===== config.mk =====
export PLATFORM = sky130hd
export DESIGN_NAME = tcw_sequencer
export DESIGN_NICKNAME = d
export VERILOG_FILES = /design/src/design/tcw_pkg.sv /design/src/design/tcw_sequencer.sv
export SDC_FILE = /design/constraint.sdc
export NUM_CORES = 1
export LEC_CHECK = 0
export ABC_AREA = 1
export BUFFER_PORTS_ARGS = -buffer_cell sky130_fd_sc_hd__buf_2
export CAP_MARGIN = 20
export CORE_MARGIN = 3
export CORE_UTILIZATION = 51
export CTS_CLUSTER_DIAMETER = 60
export DETAILED_ROUTE_END_ITERATION = 10
export GPL_TIMING_DRIVEN = 0
export PLACE_DENSITY = 0.84
export REMOVE_ABC_BUFFERS = 1
export SLEW_MARGIN = 20
export SYNTH_ARGS = -nofsm -noshare
export SYNTH_HDL_FRONTEND = slang
export SYNTH_SLANG_ARGS = --single-unit
export TNS_END_PERCENT = 10

===== constraint.sdc =====
create_clock -name clock -period 2.3 [get_ports clock]
set_clock_uncertainty 0.05 [all_clocks]
set_input_delay 0.345 -clock clock [delete_from_list [all_inputs] [get_ports clock]]
set_output_delay 0.345 -clock clock [all_outputs]
set_load 0.02 [all_outputs]

===== src/design/tcw_pkg.sv =====
// Package for the text console cell writer: screen geometry, field widths,
// opcode and register codes, payload and memory port structs. No dependencies.
package tcw_pkg;

   // Screen geometry
   localparam int COLUMNS = 80;
   localparam int ROWS    = 25;
   localparam int CELLS   = COLUMNS * ROWS;

   // Derived widths
   localparam int MEM_AW = $clog2(CELLS);
   localparam int CUR_W  = $clog2(CELLS + 1);
   localparam int COL_W  = $clog2(COLUMNS);
   localparam int ROW_W  = $clog2(ROWS + 1);

   // Field widths
   localparam int CELL_W    = 16;
   localparam int OPC_W     = 2;
   localparam int CHAR_W    = 8;
   localparam int COLUMN_W  = 7;
   localparam int ROW_IDX_W = 5;
   localparam int NIB_W     = 4;
   localparam int POS_W     = 11;
   localparam int CSR_IDX_W = 1;

   localparam int FG_SHIFT = 8;
   localparam int BG_SHIFT = 12;

   localparam logic [CHAR_W-1:0] CH_NEWLINE   = 8'd10;
   localparam logic [CHAR_W-1:0] CH_BACKSPACE = 8'd8;

   localparam logic [CELL_W-1:0] TEXT_ATTRIBUTE_RESET   = 16'h0700;
   localparam logic [CELL_W-1:0] CURSOR_CELL_WORD_RESET = 16'h7000;

   typedef enum logic [OPC_W-1:0] {
      OP_PUT_CURSOR = 2'd0,
      OP_PUT_AT     = 2'd1,
      OP_CLEAR      = 2'd2,
      OP_READ       = 2'd3
   } opcode_type;

   typedef enum logic [CSR_IDX_W-1:0] {
      CSR_TEXT_ATTRIBUTE   = 1'b0,
      CSR_CURSOR_CELL_WORD = 1'b1
   } csr_index_type;

   typedef struct packed {
      opcode_type             opcode;
      logic [CHAR_W-1:0]      char_code;
      logic [COLUMN_W-1:0]    column;
      logic [ROW_IDX_W-1:0]   row_index;
      logic [NIB_W-1:0]       foreground;
      logic [NIB_W-1:0]       background;
   } req_payload_type;

   typedef struct packed {
      logic [CELL_W-1:0] cell_data;
      logic [POS_W-1:0]  cursor_position;
      logic              did_scroll;
   } rsp_payload_type;

   // One write port and one read port per cycle
   typedef struct packed {
      logic              wr_en;
      logic [MEM_AW-1:0] wr_addr;
      logic [CELL_W-1:0] wr_data;
      logic              rd_en;
      logic [MEM_AW-1:0] rd_addr;
   } mem_req_type;

   typedef struct packed {
      logic            valid;
      rsp_payload_type result;
   } seq_done_type;

endpackage


===== src/design/tcw_sequencer.sv =====
// Command sequencer: cursor state, screen sweeps (wipe, scroll, blank) and
// the memory access schedule for each command. Depends on tcw_pkg.
module tcw_sequencer (
   input  logic                        clock,
   input  logic                        reset,
   input  logic                        start,
   input  tcw_pkg::req_payload_type    req_item,
   output logic                        ready,
   input  logic [tcw_pkg::CELL_W-1:0]  text_attribute,
   input  logic [tcw_pkg::CELL_W-1:0]  cursor_cell_word,
   input  logic                        out_free,
   output tcw_pkg::seq_done_type       done,
   output tcw_pkg::mem_req_type        mem_req,
   input  logic [tcw_pkg::CELL_W-1:0]  rd_data
);
   import tcw_pkg::*;

   typedef enum logic [8:0] {
      ST_IDLE      = 9'b000000001,
      ST_WIPE      = 9'b000000010,
      ST_PUT_A     = 9'b000000100,
      ST_PUT_B     = 9'b000001000,
      ST_SCROLL    = 9'b000010000,
      ST_BLANK     = 9'b000100000,
      ST_POKE      = 9'b001000000,
      ST_PEEK      = 9'b010000000,
      ST_PEEK_DATA = 9'b100000000
   } state_type;

   localparam logic [CUR_W-1:0] LAST_ROW_START = CUR_W'(CELLS - COLUMNS);
   localparam logic [CUR_W-1:0] LAST_CELL      = CUR_W'(CELLS - 1);
   localparam logic [CUR_W-1:0] END_POS        = CUR_W'(CELLS);
   localparam logic [CUR_W-1:0] ROW_STEP       = CUR_W'(COLUMNS);
   localparam logic [ROW_W-1:0] PENDING_ROW    = ROW_W'(ROWS);
   localparam logic [ROW_W-1:0] LAST_ROW       = ROW_W'(ROWS - 1);
   localparam logic [COL_W-1:0] LAST_COL       = COL_W'(COLUMNS - 1);

   state_type         state_ff, state_in;
   logic [CUR_W-1:0]  cursor_ff, cursor_in;
   logic [COL_W-1:0]  col_ff, col_in;
   logic [ROW_W-1:0]  row_ff, row_in;
   logic [CUR_W-1:0]  sweep_ff, sweep_in;
   logic              copy_valid_ff, copy_valid_in;
   logic [MEM_AW-1:0] copy_addr_ff, copy_addr_in;
   logic              scrolled_ff, scrolled_in;
   logic              wipe_item_ff, wipe_item_in;
   req_payload_type   item_ff, item_in;

   logic              pending;
   logic              is_newline;
   logic              is_backspace;
   logic              item_inside;
   logic [MEM_AW-1:0] item_pos;
   logic [MEM_AW-1:0] cursor_addr;

   assign pending      = (row_ff == PENDING_ROW);
   assign is_newline   = (item_ff.char_code == CH_NEWLINE);
   assign is_backspace = (item_ff.char_code == CH_BACKSPACE);
   assign item_inside  = (32'(item_ff.column) < COLUMNS) && (32'(item_ff.row_index) < ROWS);
   assign item_pos     = MEM_AW'(32'(item_ff.row_index) * COLUMNS + 32'(item_ff.column));
   assign cursor_addr  = cursor_ff[MEM_AW-1:0];
   assign ready        = (state_ff == ST_IDLE);

   always_comb begin
      state_in      = state_ff;
      cursor_in     = cursor_ff;
      col_in        = col_ff;
      row_in        = row_ff;
      sweep_in      = sweep_ff;
      copy_valid_in = 1'b0;
      copy_addr_in  = copy_addr_ff;
      scrolled_in   = scrolled_ff;
      wipe_item_in  = wipe_item_ff;
      item_in       = item_ff;

      mem_req       = '0;
      done.valid                  = 1'b0;
      done.result.cell_data       = '0;
      done.result.cursor_position = POS_W'(cursor_ff);
      done.result.did_scroll      = scrolled_ff;

      // Scroll copy: write back the cell read in the previous cycle
      if (copy_valid_ff) begin
         mem_req.wr_en   = 1'b1;
         mem_req.wr_addr = copy_addr_ff;
         mem_req.wr_data = rd_data;
      end

      case (state_ff)
         ST_IDLE: begin
            if (start) begin
               item_in     = req_item;
               scrolled_in = 1'b0;
               case (req_item.opcode)
                  OP_PUT_CURSOR: state_in = ST_PUT_A;
                  OP_PUT_AT:     state_in = ST_POKE;
                  OP_CLEAR: begin
                     sweep_in     = '0;
                     wipe_item_in = 1'b1;
                     cursor_in    = '0;
                     col_in       = '0;
                     row_in       = '0;
                     state_in     = ST_WIPE;
                  end
                  OP_READ:       state_in = ST_PEEK;
                  default:       state_in = ST_IDLE;
               endcase
            end
         end

         ST_WIPE: begin
            mem_req.wr_en   = 1'b1;
            mem_req.wr_addr = sweep_ff[MEM_AW-1:0];
            mem_req.wr_data = '0;
            if (sweep_ff == LAST_CELL) begin
               if (wipe_item_ff) begin
                  done.valid = 1'b1;
                  if (out_free) begin
                     state_in = ST_IDLE;
                  end
               end else begin
                  state_in = ST_IDLE;
               end
            end else begin
               sweep_in = sweep_ff + 1'b1;
            end
         end

         ST_PUT_A: begin
            if (is_newline) begin
               if (!pending) begin
                  mem_req.wr_en   = 1'b1;
                  mem_req.wr_addr = cursor_addr;
                  mem_req.wr_data = '0;
               end
               col_in = '0;
               if (row_ff >= LAST_ROW) begin
                  cursor_in   = LAST_ROW_START;
                  row_in      = LAST_ROW;
                  scrolled_in = 1'b1;
                  sweep_in    = ROW_STEP;
                  state_in    = ST_SCROLL;
               end else begin
                  cursor_in = cursor_ff + ROW_STEP - CUR_W'(col_ff);
                  row_in    = row_ff + 1'b1;
                  state_in  = ST_PUT_B;
               end
            end else if (is_backspace) begin
               if (!pending) begin
                  mem_req.wr_en   = 1'b1;
                  mem_req.wr_addr = cursor_addr;
                  mem_req.wr_data = '0;
               end
               if (cursor_ff != '0) begin
                  cursor_in = cursor_ff - 1'b1;
                  if (col_ff == '0) begin
                     col_in = LAST_COL;
                     row_in = row_ff - 1'b1;
                  end else begin
                     col_in = col_ff - 1'b1;
                  end
               end
               state_in = ST_PUT_B;
            end else if (pending) begin
               // scroll first, then come back here to place the character
               cursor_in   = LAST_ROW_START;
               row_in      = LAST_ROW;
               col_in      = '0;
               scrolled_in = 1'b1;
               sweep_in    = ROW_STEP;
               state_in    = ST_SCROLL;
            end else begin
               mem_req.wr_en   = 1'b1;
               mem_req.wr_addr = cursor_addr;
               mem_req.wr_data = text_attribute | CELL_W'(item_ff.char_code);
               cursor_in       = cursor_ff + 1'b1;
               if (col_ff == LAST_COL) begin
                  col_in = '0;
                  row_in = row_ff + 1'b1;
               end else begin
                  col_in = col_ff + 1'b1;
               end
               state_in = ST_PUT_B;
            end
         end

         ST_PUT_B: begin
            if (!pending) begin
               mem_req.wr_en   = 1'b1;
               mem_req.wr_addr = cursor_addr;
               mem_req.wr_data = cursor_cell_word;
            end
            done.valid = 1'b1;
            if (out_free) begin
               state_in = ST_IDLE;
            end
         end

         ST_SCROLL: begin
            if (sweep_ff == END_POS) begin
               sweep_in = LAST_ROW_START;
               state_in = ST_BLANK;
            end else begin
               mem_req.rd_en = 1'b1;
               mem_req.rd_addr = sweep_ff[MEM_AW-1:0];
               copy_valid_in = 1'b1;
               copy_addr_in  = MEM_AW'(sweep_ff - ROW_STEP);
               sweep_in      = sweep_ff + 1'b1;
            end
         end

         ST_BLANK: begin
            mem_req.wr_en   = 1'b1;
            mem_req.wr_addr = sweep_ff[MEM_AW-1:0];
            mem_req.wr_data = '0;
            if (sweep_ff == LAST_CELL) begin
               state_in = is_newline ? ST_PUT_B : ST_PUT_A;
            end else begin
               sweep_in = sweep_ff + 1'b1;
            end
         end

         ST_POKE: begin
            if (item_inside) begin
               mem_req.wr_en   = 1'b1;
               mem_req.wr_addr = item_pos;
               mem_req.wr_data = (CELL_W'(item_ff.background) << BG_SHIFT)
                               | (CELL_W'(item_ff.foreground) << FG_SHIFT)
                               | CELL_W'(item_ff.char_code);
            end
            done.valid = 1'b1;
            if (out_free) begin
               state_in = ST_IDLE;
            end
         end

         ST_PEEK: begin
            mem_req.rd_en   = 1'b1;
            mem_req.rd_addr = item_pos;
            state_in        = ST_PEEK_DATA;
         end

         ST_PEEK_DATA: begin
            done.result.cell_data = item_inside ? rd_data : '0;
            done.valid = 1'b1;
            if (out_free) begin
               state_in = ST_IDLE;
            end
         end

         default: begin
            state_in = ST_IDLE;
         end
      endcase
   end

   always_ff @(posedge clock) begin
      if (reset) begin
         state_ff      <= ST_WIPE;
         cursor_ff     <= '0;
         col_ff        <= '0;
         row_ff        <= '0;
         sweep_ff      <= '0;
         copy_valid_ff <= 1'b0;
         scrolled_ff   <= 1'b0;
         wipe_item_ff  <= 1'b0;
      end else begin
         state_ff      <= state_in;
         cursor_ff     <= cursor_in;
         col_ff        <= col_in;
         row_ff        <= row_in;
         sweep_ff      <= sweep_in;
         copy_valid_ff <= copy_valid_in;
         scrolled_ff   <= scrolled_in;
         wipe_item_ff  <= wipe_item_in;
      end
   end

   always_ff @(posedge clock) begin
      item_ff      <= item_in;
      copy_addr_ff <= copy_addr_in;
   end

   // cursor index, row and column must always agree
   a_cursor_coords: assert property (@(posedge clock) disable iff (reset)
      cursor_ff == CUR_W'(32'(row_ff) * COLUMNS + 32'(col_ff)))
      else $error("cursor index out of step with row/column");

   a_write_in_range: assert property (@(posedge clock) disable iff (reset)
      mem_req.wr_en |-> (32'(mem_req.wr_addr) < CELLS))
      else $error("memory write beyond the screen");

   // copy write-back only overlaps the scroll read phase
   a_copy_in_scroll: assert property (@(posedge clock) disable iff (reset)
      copy_valid_ff |-> (state_ff == ST_SCROLL))
      else $error("scroll copy write outside scroll phase");

   a_no_rw_collision: assert property (@(posedge clock) disable iff (reset)
      (mem_req.wr_en && mem_req.rd_en) |-> (mem_req.wr_addr != mem_req.rd_addr))
      else $error("read and write to the same cell in one cycle");

   a_hold_when_blocked: assert property (@(posedge clock) disable iff (reset)
      (done.valid && !out_free) |=> (state_ff == $past(state_ff)))
      else $error("sequencer left a finishing state with the output full");

endmodule


## After elaboration in Yosys (flattened, before gate mapping)

Index checks and enable logic that the tools add are counted.

| word-level totals | value |
|---|---|
| memory bits (writable) | 0 |
| memories kept | 0 |
| register bits after elaboration | 85 |
| logic and storage cells | 150 |
| input bits | 82 |
| latch bits | 0 |
| output and inout bits | 70 |
| ROM bits | 0 |

| cells by class | value |
|---|---|
| reductions and logical operators | 17 |
| bitwise operators | 5 |
| divide/modulo/power cells | 0 |
| mux-type cells | 69 |
| add/sub/neg operators | 11 |
| $mul | 1 |
| shift-type cells | 0 |
| equal/unequal tests | 30 |
| $lt $le $gt $ge | 3 |

Operator list:

| operator | count |
|---|---|
| $mux 28 | 7 |
| $mux 11 | 13 |
| $pmux 28 s4 | 1 |
| $mux 9 | 7 |
| $pmux 9 s7 | 1 |
| $mux 5 | 12 |
| $mux 7 | 8 |
| $pmux 11 s4 | 1 |
| $pmux 9 s4 | 1 |
| $mux 16 | 2 |
| $or 16x8->16 | 2 |
| $pmux 12 s2 | 1 |
| $add 11x1->11 const B | 2 |
| $eq 11x11->1 const B | 2 |
| $pmux 11 s2 | 1 |
| $eq 8x4->1 const B | 2 |
| $or 16x12->16 | 1 |
| $pmux 7 s2 | 1 |
| $mux 12 | 1 |
| $add 11x7->11 | 1 |
| $add 11x7->11 const B | 1 |
| $reduce_bool 11->1 | 1 |
| $sub 11x1->11 const B | 1 |
| $sub 11x7->11 | 1 |
| 45 further kinds | 65 |

## Depth between registers and ports, before layout

Gate-level depths: netlist of run 1.

| depth | value |
|---|---|
| depth after elaboration | 6 |
| gate-level depth with buffers | 16 |

## Least setup slack after synthesis of run 1

Ideal clock, no wire load.

| timing path | value |
|---|---|
| kind | reg2out |
| start point | reg item_ff[9] (netlist bit) |
| end point | out mem_req[10] (netlist bit) |
| required time | 1.905 ns |
| stages on the path, launching flop included | 10 |
| arrival | 2.160 ns |
| path slack | -0.255 ns |
| buffers on the path | 0 |
| path through | edfxtp_1 -> ha_1 -> ha_1 -> inv_1 -> fa_1 -> inv_1 -> and3_1 -> or2_2 -> nand3_1 -> o21ai_0 |

RTL lines:

| what | line | RTL |
|---|---|---|
| start, declared | tcw_sequencer.sv:47 | `req_payload_type item_ff, item_in;` |
| start signal, assigned | tcw_sequencer.sv:280 | `item_ff <= item_in;` |
| end, declared | tcw_sequencer.sv:13 | `output tcw_pkg::mem_req_type mem_req,` |

==> results of run 1 <==
[Yosys cell counts (5+ instances only)]
cell      instances  area, um^2
a21oi_1          49       245.2
a31oi_1           6       37.54
and3_1            5       31.28
buf_2            13       65.06
clkbuf_1         17       63.81
dfxtp_1          46       920.9
edfxtp_1         39        1171
ha_1             43       538.0
inv_1           129       484.2
inv_2            11       41.29
nand2_1         326        1224
nand3_1         135       675.7
nand4_1          15       93.84
nor2_1          108       405.4
nor2_2            8       50.05
nor2_4           11       123.9
nor3_1           14       70.07
nor3b_1          16       120.1
o211ai_1          6       45.04
o21ai_0          71       355.3
o21ai_1           5       25.02
o22ai_1          10       62.56
xnor2_1           7       61.31
xor2_1           20       175.2
[registers in the layout (all words and copies together), names as in the netlist]
register       count
item_ff           28
copy_addr_ff      11
cursor_addr       11
sweep_ff          11
state_ff           9
col_ff             7
row_ff             5
copy_valid_ff      1
scrolled_ff        1
wipe_item_ff       1
[cell usage in the layout (no fill, tap or decap), drive strengths merged, types with 16 or more instances in the layout]
master / instances
ha: 43
buf: 187
nand2: 333
xor2: 20
nor2: 130
a21oi: 50
nand3: 144
o21ai: 77
inv: 147
nor3b: 16
edfxtp: 39
dfxtp: 46
[power by group]
| part | switching, mW | internal [mW] |
|---|---|---|
| Clock | 0.716 | 0.760 |
| Combinational | 0.459 | 0.264 |
| Sequential | 0.0545 | 1.62 |
| Total | 1.23 | 2.65 |
[worst max-delay path, cell delays in order, from the launching register on]
cell      delay, ns
edfxtp_1       0.42
ha_1           0.31
ha_2           0.19
inv_2          0.05
fa_2           0.56
inv_2          0.03
and3_4         0.16
or2_4          0.24
nand3_2        0.06
nand4_1        0.15
buf_6          0.18
[layer usage]
| metal | GRT usage, % | routed length [um] | vias to the layer above |
|---|---|---|---|
| met5 | 0 | 0 | - |
| met4 | 13.80 | 1168 | 0 |
| met3 | 7.651 | 3041 | 120 |
| met2 | 50.70 | 12600 | 604 |
| met1 | 40.05 | 10040 | 3998 |
| li1 | - | - | 4139 |
[per-stage QoR]
stage                     setup TNS [ns]  cells  hold WS, ns  instance area (um^2)
after CTS                         -14.86   1499      0.09219                  9235
after floorplan                   -24.49   1118       0.3574                  7348
after detailed placement          -35.64   1451       0.4308                  8356
final                             -18.39   1506       0.1023                  9464
after global routing              -23.85   1506      0.09307                  9464
after global placement           -104.09   1449       0.4264                  8329
[what timing repair did]
item | 4_1_cts | 5_1_grt
gates resized for setup | 101 | 61
gates cloned | 4 | 1
pin swaps | 25 | 7
endpoints found under the setup margin | 103 | 86
buffers inserted | 28 | 6
[kinds of logic (layout without fill, tap and decap cells)]
logic type | count (synthesis) | after routing | synth area share, %
AND/OR/NAND/NOR | 659 | 663 | 39.98
buffers and inverters | 181 | 345 | 9.592
AO/OA/AOI/OAI | 160 | 160 | 11.62
flip-flops | 85 | 85 | 27.75
adder cells (fa/ha/maj) | 46 | 46 | 7.932
XOR/XNOR | 27 | 27 | 3.136
[final cells by class]
class                      instances  area, um^2
timing repair buffer             187        1149
timing repair inverter             1       8.758
clock inverter                     7       61.31
fill                            1181        4686
inverter                         141       555.5
clock buffer                       9       225.2
tap                              180       225.2
multi-input combinational        896        5106
sequential                        85        2133
[worst max path at each step]
stage / startpoint / endpoint / slack (ns)
2_1_floorplan: row_ff[1] / mem_req[27] / -0.64
3_3_place_gp: row_ff[1] / mem_req[27] / -2.12
3_5_place_dp: row_ff[1] / mem_req[27] / -0.92
4_1_cts: item_ff[11] / mem_req[38] / -0.78
5_1_grt: item_ff[11] / mem_req[38] / -0.89
6_report: item_ff[11] / mem_req[38] / -0.82
==> impl_metrics.yaml, run 1 <==
status:
  status: "finished with violations"
  violations: "negative setup slack"
setup_path:
  crit_required_ns: 1.90
  reg2regPathDepth: 14
  cp_max_fo: 2
  path_class: "register to output port"
  end_kind: "output port"
  rr_startpoint: "cursor_addr[4]"
  arrival_ns: 2.73
  reg2reg_slack_ns: 0.05
  cp-start-kind: "register"
  reg2reg_to: "cursor_addr[7]"
global_route:
  first_global_vias: 8096
  antenna_found_initial: 0
  grt_max_degree: 33
  globalRouteOverflowTotal: 0
  grtUsageTotal_pct: 31.43
  grt_pass1_wl_mm: 40.91
logic_synthesis:
  synth_area_um2: 7540
  synth.yosys.seq_area_share_pct: 27.75
  synthFlopType: "dfxtp_1"
  synth_edf_count: 39
  synth.avg_cell_area_um2: 6.511
  synth_cell_types: 48
  ys_warn_count: 0
  ys_seq_elements: 85
  syn_inst: 1158
  ys_async_sr_fraction_pct: 0
placement:
  post-place-ws_ns: -0.9215
  dpl.hpwl_mm: 18.13
  port_buffers: 151
  gp_congestion: 0.9879
routing:
  wl_per_cell_um: 17.83
  viasPerCell: 5.884
  totalWireLength_mm: 26.85
  drc: 0
  ant_nets: 0
  via_count: 8861
  initialDrtViolationCount: 1107
  firstDrtPassIters: 8
floorplanning:
  die-width_um: 127.6
  core-area_um2: 14150
  die_y_um: 127.6
  rows: 43
  ios: 152
  dieArea_um2: 16280
  start_util_pct: 53.28
min_path:
  whs_endpoint: "item_ff[9]"
  min-delay-start: "req_item[9]"
  min_path_cells: 1
  hp-class: "input port to register"
clocking:
  htree_levels: 3
  cts_hold_buf: 0
  cts-root-buf: "clkbuf_16"
  clk_pin_slew_ns: 0.07
  clock_latency_ns: 0.36
  tritoncts: "built"
  cts_sinks: 85
  cts_buffers: 9
  clk_path_buf_depth: 2
sta:
  max_slew_margin_pct: 49.85
  period_share_pct: 135.8
  tightest_slew_ns: 0.7523
  hold_viol_final: 0
  rsz0062_at_grt: "yes"
  fmax_mhz: 320.2
  setup_viol: 55
  slew_viol_final: 0
  min_period_ns: 3.123
  worst_slack_ns: -0.8231
finish:
  layout.nets: 1449
  post-route-util_pct: 66.88
  drive_above_1_share_pct: 25.72
  area_growth_pct: 25.52
  antennaDiodeCount: 0
pwr:
  cellPowerDensity_nw_per_um2: 409.5
  leakage_nw: 4.504
  ir_worst_vdd_mv: 0.5519
  power_mw: 3.875
run:
  max_cap_viol_count: 0
(Power assumes the default switching activity.)
==> run 2, diff against run 1 <==
--- a/config.mk
+++ b/config.mk
@@ -9,11 +9,11 @@
 export BUFFER_PORTS_ARGS = -buffer_cell sky130_fd_sc_hd__buf_2
 export CAP_MARGIN = 20
 export CORE_MARGIN = 3
-export CORE_UTILIZATION = 51
+export CORE_UTILIZATION = 55
 export CTS_CLUSTER_DIAMETER = 60
 export DETAILED_ROUTE_END_ITERATION = 10
 export GPL_TIMING_DRIVEN = 0
-export PLACE_DENSITY = 0.84
+export PLACE_DENSITY = 0.86
 export REMOVE_ABC_BUFFERS = 1
 export SLEW_MARGIN = 20
 export SYNTH_ARGS = -nofsm -noshare
==> constraint.sdc (replaced) <==
create_clock -name clock -period 3.8 [get_ports clock]
set_clock_uncertainty 0.05 [all_clocks]
set_input_delay 0.57 -clock clock [delete_from_list [all_inputs] [get_ports clock]]
set_output_delay 0.57 -clock clock [all_outputs]
set_load 0.02 [all_outputs]
==> run 2 against run 1 <==
Against the previous run: non-clock buffer count shrank 29; power shrank 39%; via count shrank 4.5%; sequential power shrank 40%; the run now ends clean; routed wire length shrank 9.9%; combinational power shrank 47%; first-iteration DRC count shrank 13%; critical path depth is the same.
==> impl_metrics.yaml, run 2 (same netlist as run 1, synthesis figures left out) <==
floorplanning:
  core-area_um2: 13350
  dieArea_um2: 15150
  ios: 152
  start_util_pct: 56.49
  die-width_um: 123.1
  die_y_um: 123.1
  rows: 42
placement:
  port_buffers: 151
  placed_area_um2: 8351
  placed_cells: 1447
  dpl.hpwl_mm: 17.77
  gp_congestion: 0.9363
  post-place-ws_ns: 0.3888
min_path:
  hp-class: "input port to register"
  min_path_cells: 1
  whs_endpoint: "item_ff[2]"
  min-delay-start: "req_item[2]"
sta:
  fmax_mhz: 278.8
  setup_viol: 0
  max_slew_margin_pct: 40.50
  slew_viol_final: 0
  holdWs_ns: 0.3346
  period_share_pct: 94.39
  rsz0062_at_grt: "no"
  setup_tns_ns: 0
  worst_slack_ns: 0.2132
  tightest_slew_ns: 0.8904
  min_period_ns: 3.587
  hold_viol_final: 0
finish:
  layout.nets: 1415
  final_common_cell: "nand2_1"
  antennaDiodeCount: 0
  final_cells: 1468
  final_area_um2: 8712
  largest_register_ffs: 28
  area_growth_pct: 15.55
  top_register: "item_ff"
  drive_above_1_share_pct: 17.65
  post-route-util_pct: 65.27
  final_cell_mix: "nand2_1 (326), buf_2 (151), nand3_1 (135)"
clocking:
  clk_path_buf_depth: 2
  clk_pin_slew_ns: 0.07
  clock_latency_ns: 0.36
  cts-root-buf: "clkbuf_16"
  tritoncts: "built"
  cts_sinks: 85
  cts_buffers: 9
  cts-resized-gates: 0
  htree_levels: 3
global_route:
  antenna_found_initial: 0
  first_global_vias: 7498
  globalRouteOverflowTotal: 0
  grt_pass1_wl_mm: 36.99
  grt_max_degree: 33
  grtUsageTotal_pct: 31.07
status:
  status: "complete, no violations"
setup_path:
  path_class: "register to output port"
  reg2reg_to: "sweep_ff[9]"
  reg2regPathDepth: 12
  cp_max_fo: 24
  end_kind: "output port"
  crit_required_ns: 3.18
  reg2reg_slack_ns: 0.86
  arrival_ns: 2.97
  cp-start-kind: "register"
  rr_startpoint: "row_ff[0]"
routing:
  initialDrtViolationCount: 959
  via_count: 8460
  ant_nets: 0
  viasPerCell: 5.763
  wl_per_cell_um: 16.49
  totalWireLength_mm: 24.20
  drc: 0
  firstDrtPassIters: 8
pwr:
  leakage_nw: 4.240
  ir_worst_vdd_mv: 0.2761
  power_mw: 2.367
  cellPowerDensity_nw_per_um2: 271.7
run:
  max_cap_viol_count: 0
[run 2: cell count changes in the layout (fill, tap and decap cells not counted), sizes merged, moves of 2 or more]
cell    delta
bufinv     +2
clkinv     +2
nor2       -2
buf       -29
inv        -5
[run 2: repair_timing]
| action | in CTS | in global routing |
|---|---|---|
| endpoints found under the setup margin | 0 | 4 |
| hold buffers | 0 | 0 |
| setup buffers | 0 | 5 |
[run 2: metal layers]
metal | vias to the layer above | wire [um] | global-route usage [%]
li1 | 4060 | - | -
met1 | 3815 | 9802 | 41.75
met2 | 503 | 11100 | 49.54
met3 | 82 | 2421 | 4.895
met4 | 0 | 878 | 13.84
met5 | - | 0 | 0
[run 2: worst max path at each step]
| stage | endpoint | start |
|---|---|---|
| 2_1_floorplan | mem_req[27] | row_ff[1] |
| 3_3_place_gp | mem_req[27] | row_ff[1] |
| 3_5_place_dp | mem_req[27] | row_ff[1] |
| 4_1_cts | mem_req[27] | row_ff[1] |
| 5_1_grt | mem_req[12] | item_ff[27] |
| 6_report | mem_req[19] | item_ff[27] |
[run 2: critical path, cell delays in order, from the launching register on]
cell and delay, ns:
edfxtp_1 0.39, nor2_1 0.06, nand2_1 0.13, inv_1 0.07, nand2_1 0.65, nand3_2 0.30
nor2_2 0.44, o21ai_0 0.18, and3_1 0.18, nand2_1 0.05, buf_2 0.16
[run 2: final cells by class]
type,count,area (um^2)
multi-input combinational,892,4732
fill,1229,4636
sequential,85,2093
timing repair buffer,158,819.5
inverter,141,531.8
clock buffer,10,229.0
tap,176,220.2
clock inverter,6,86.33
[run 2: power by group]
part           internal (mW)  switching [mW]  total (mW)
logic                  0.130           0.256       0.386
clock network          0.577           0.391       0.968
registers              0.982          0.0316        1.01
total                   1.69           0.679        2.37
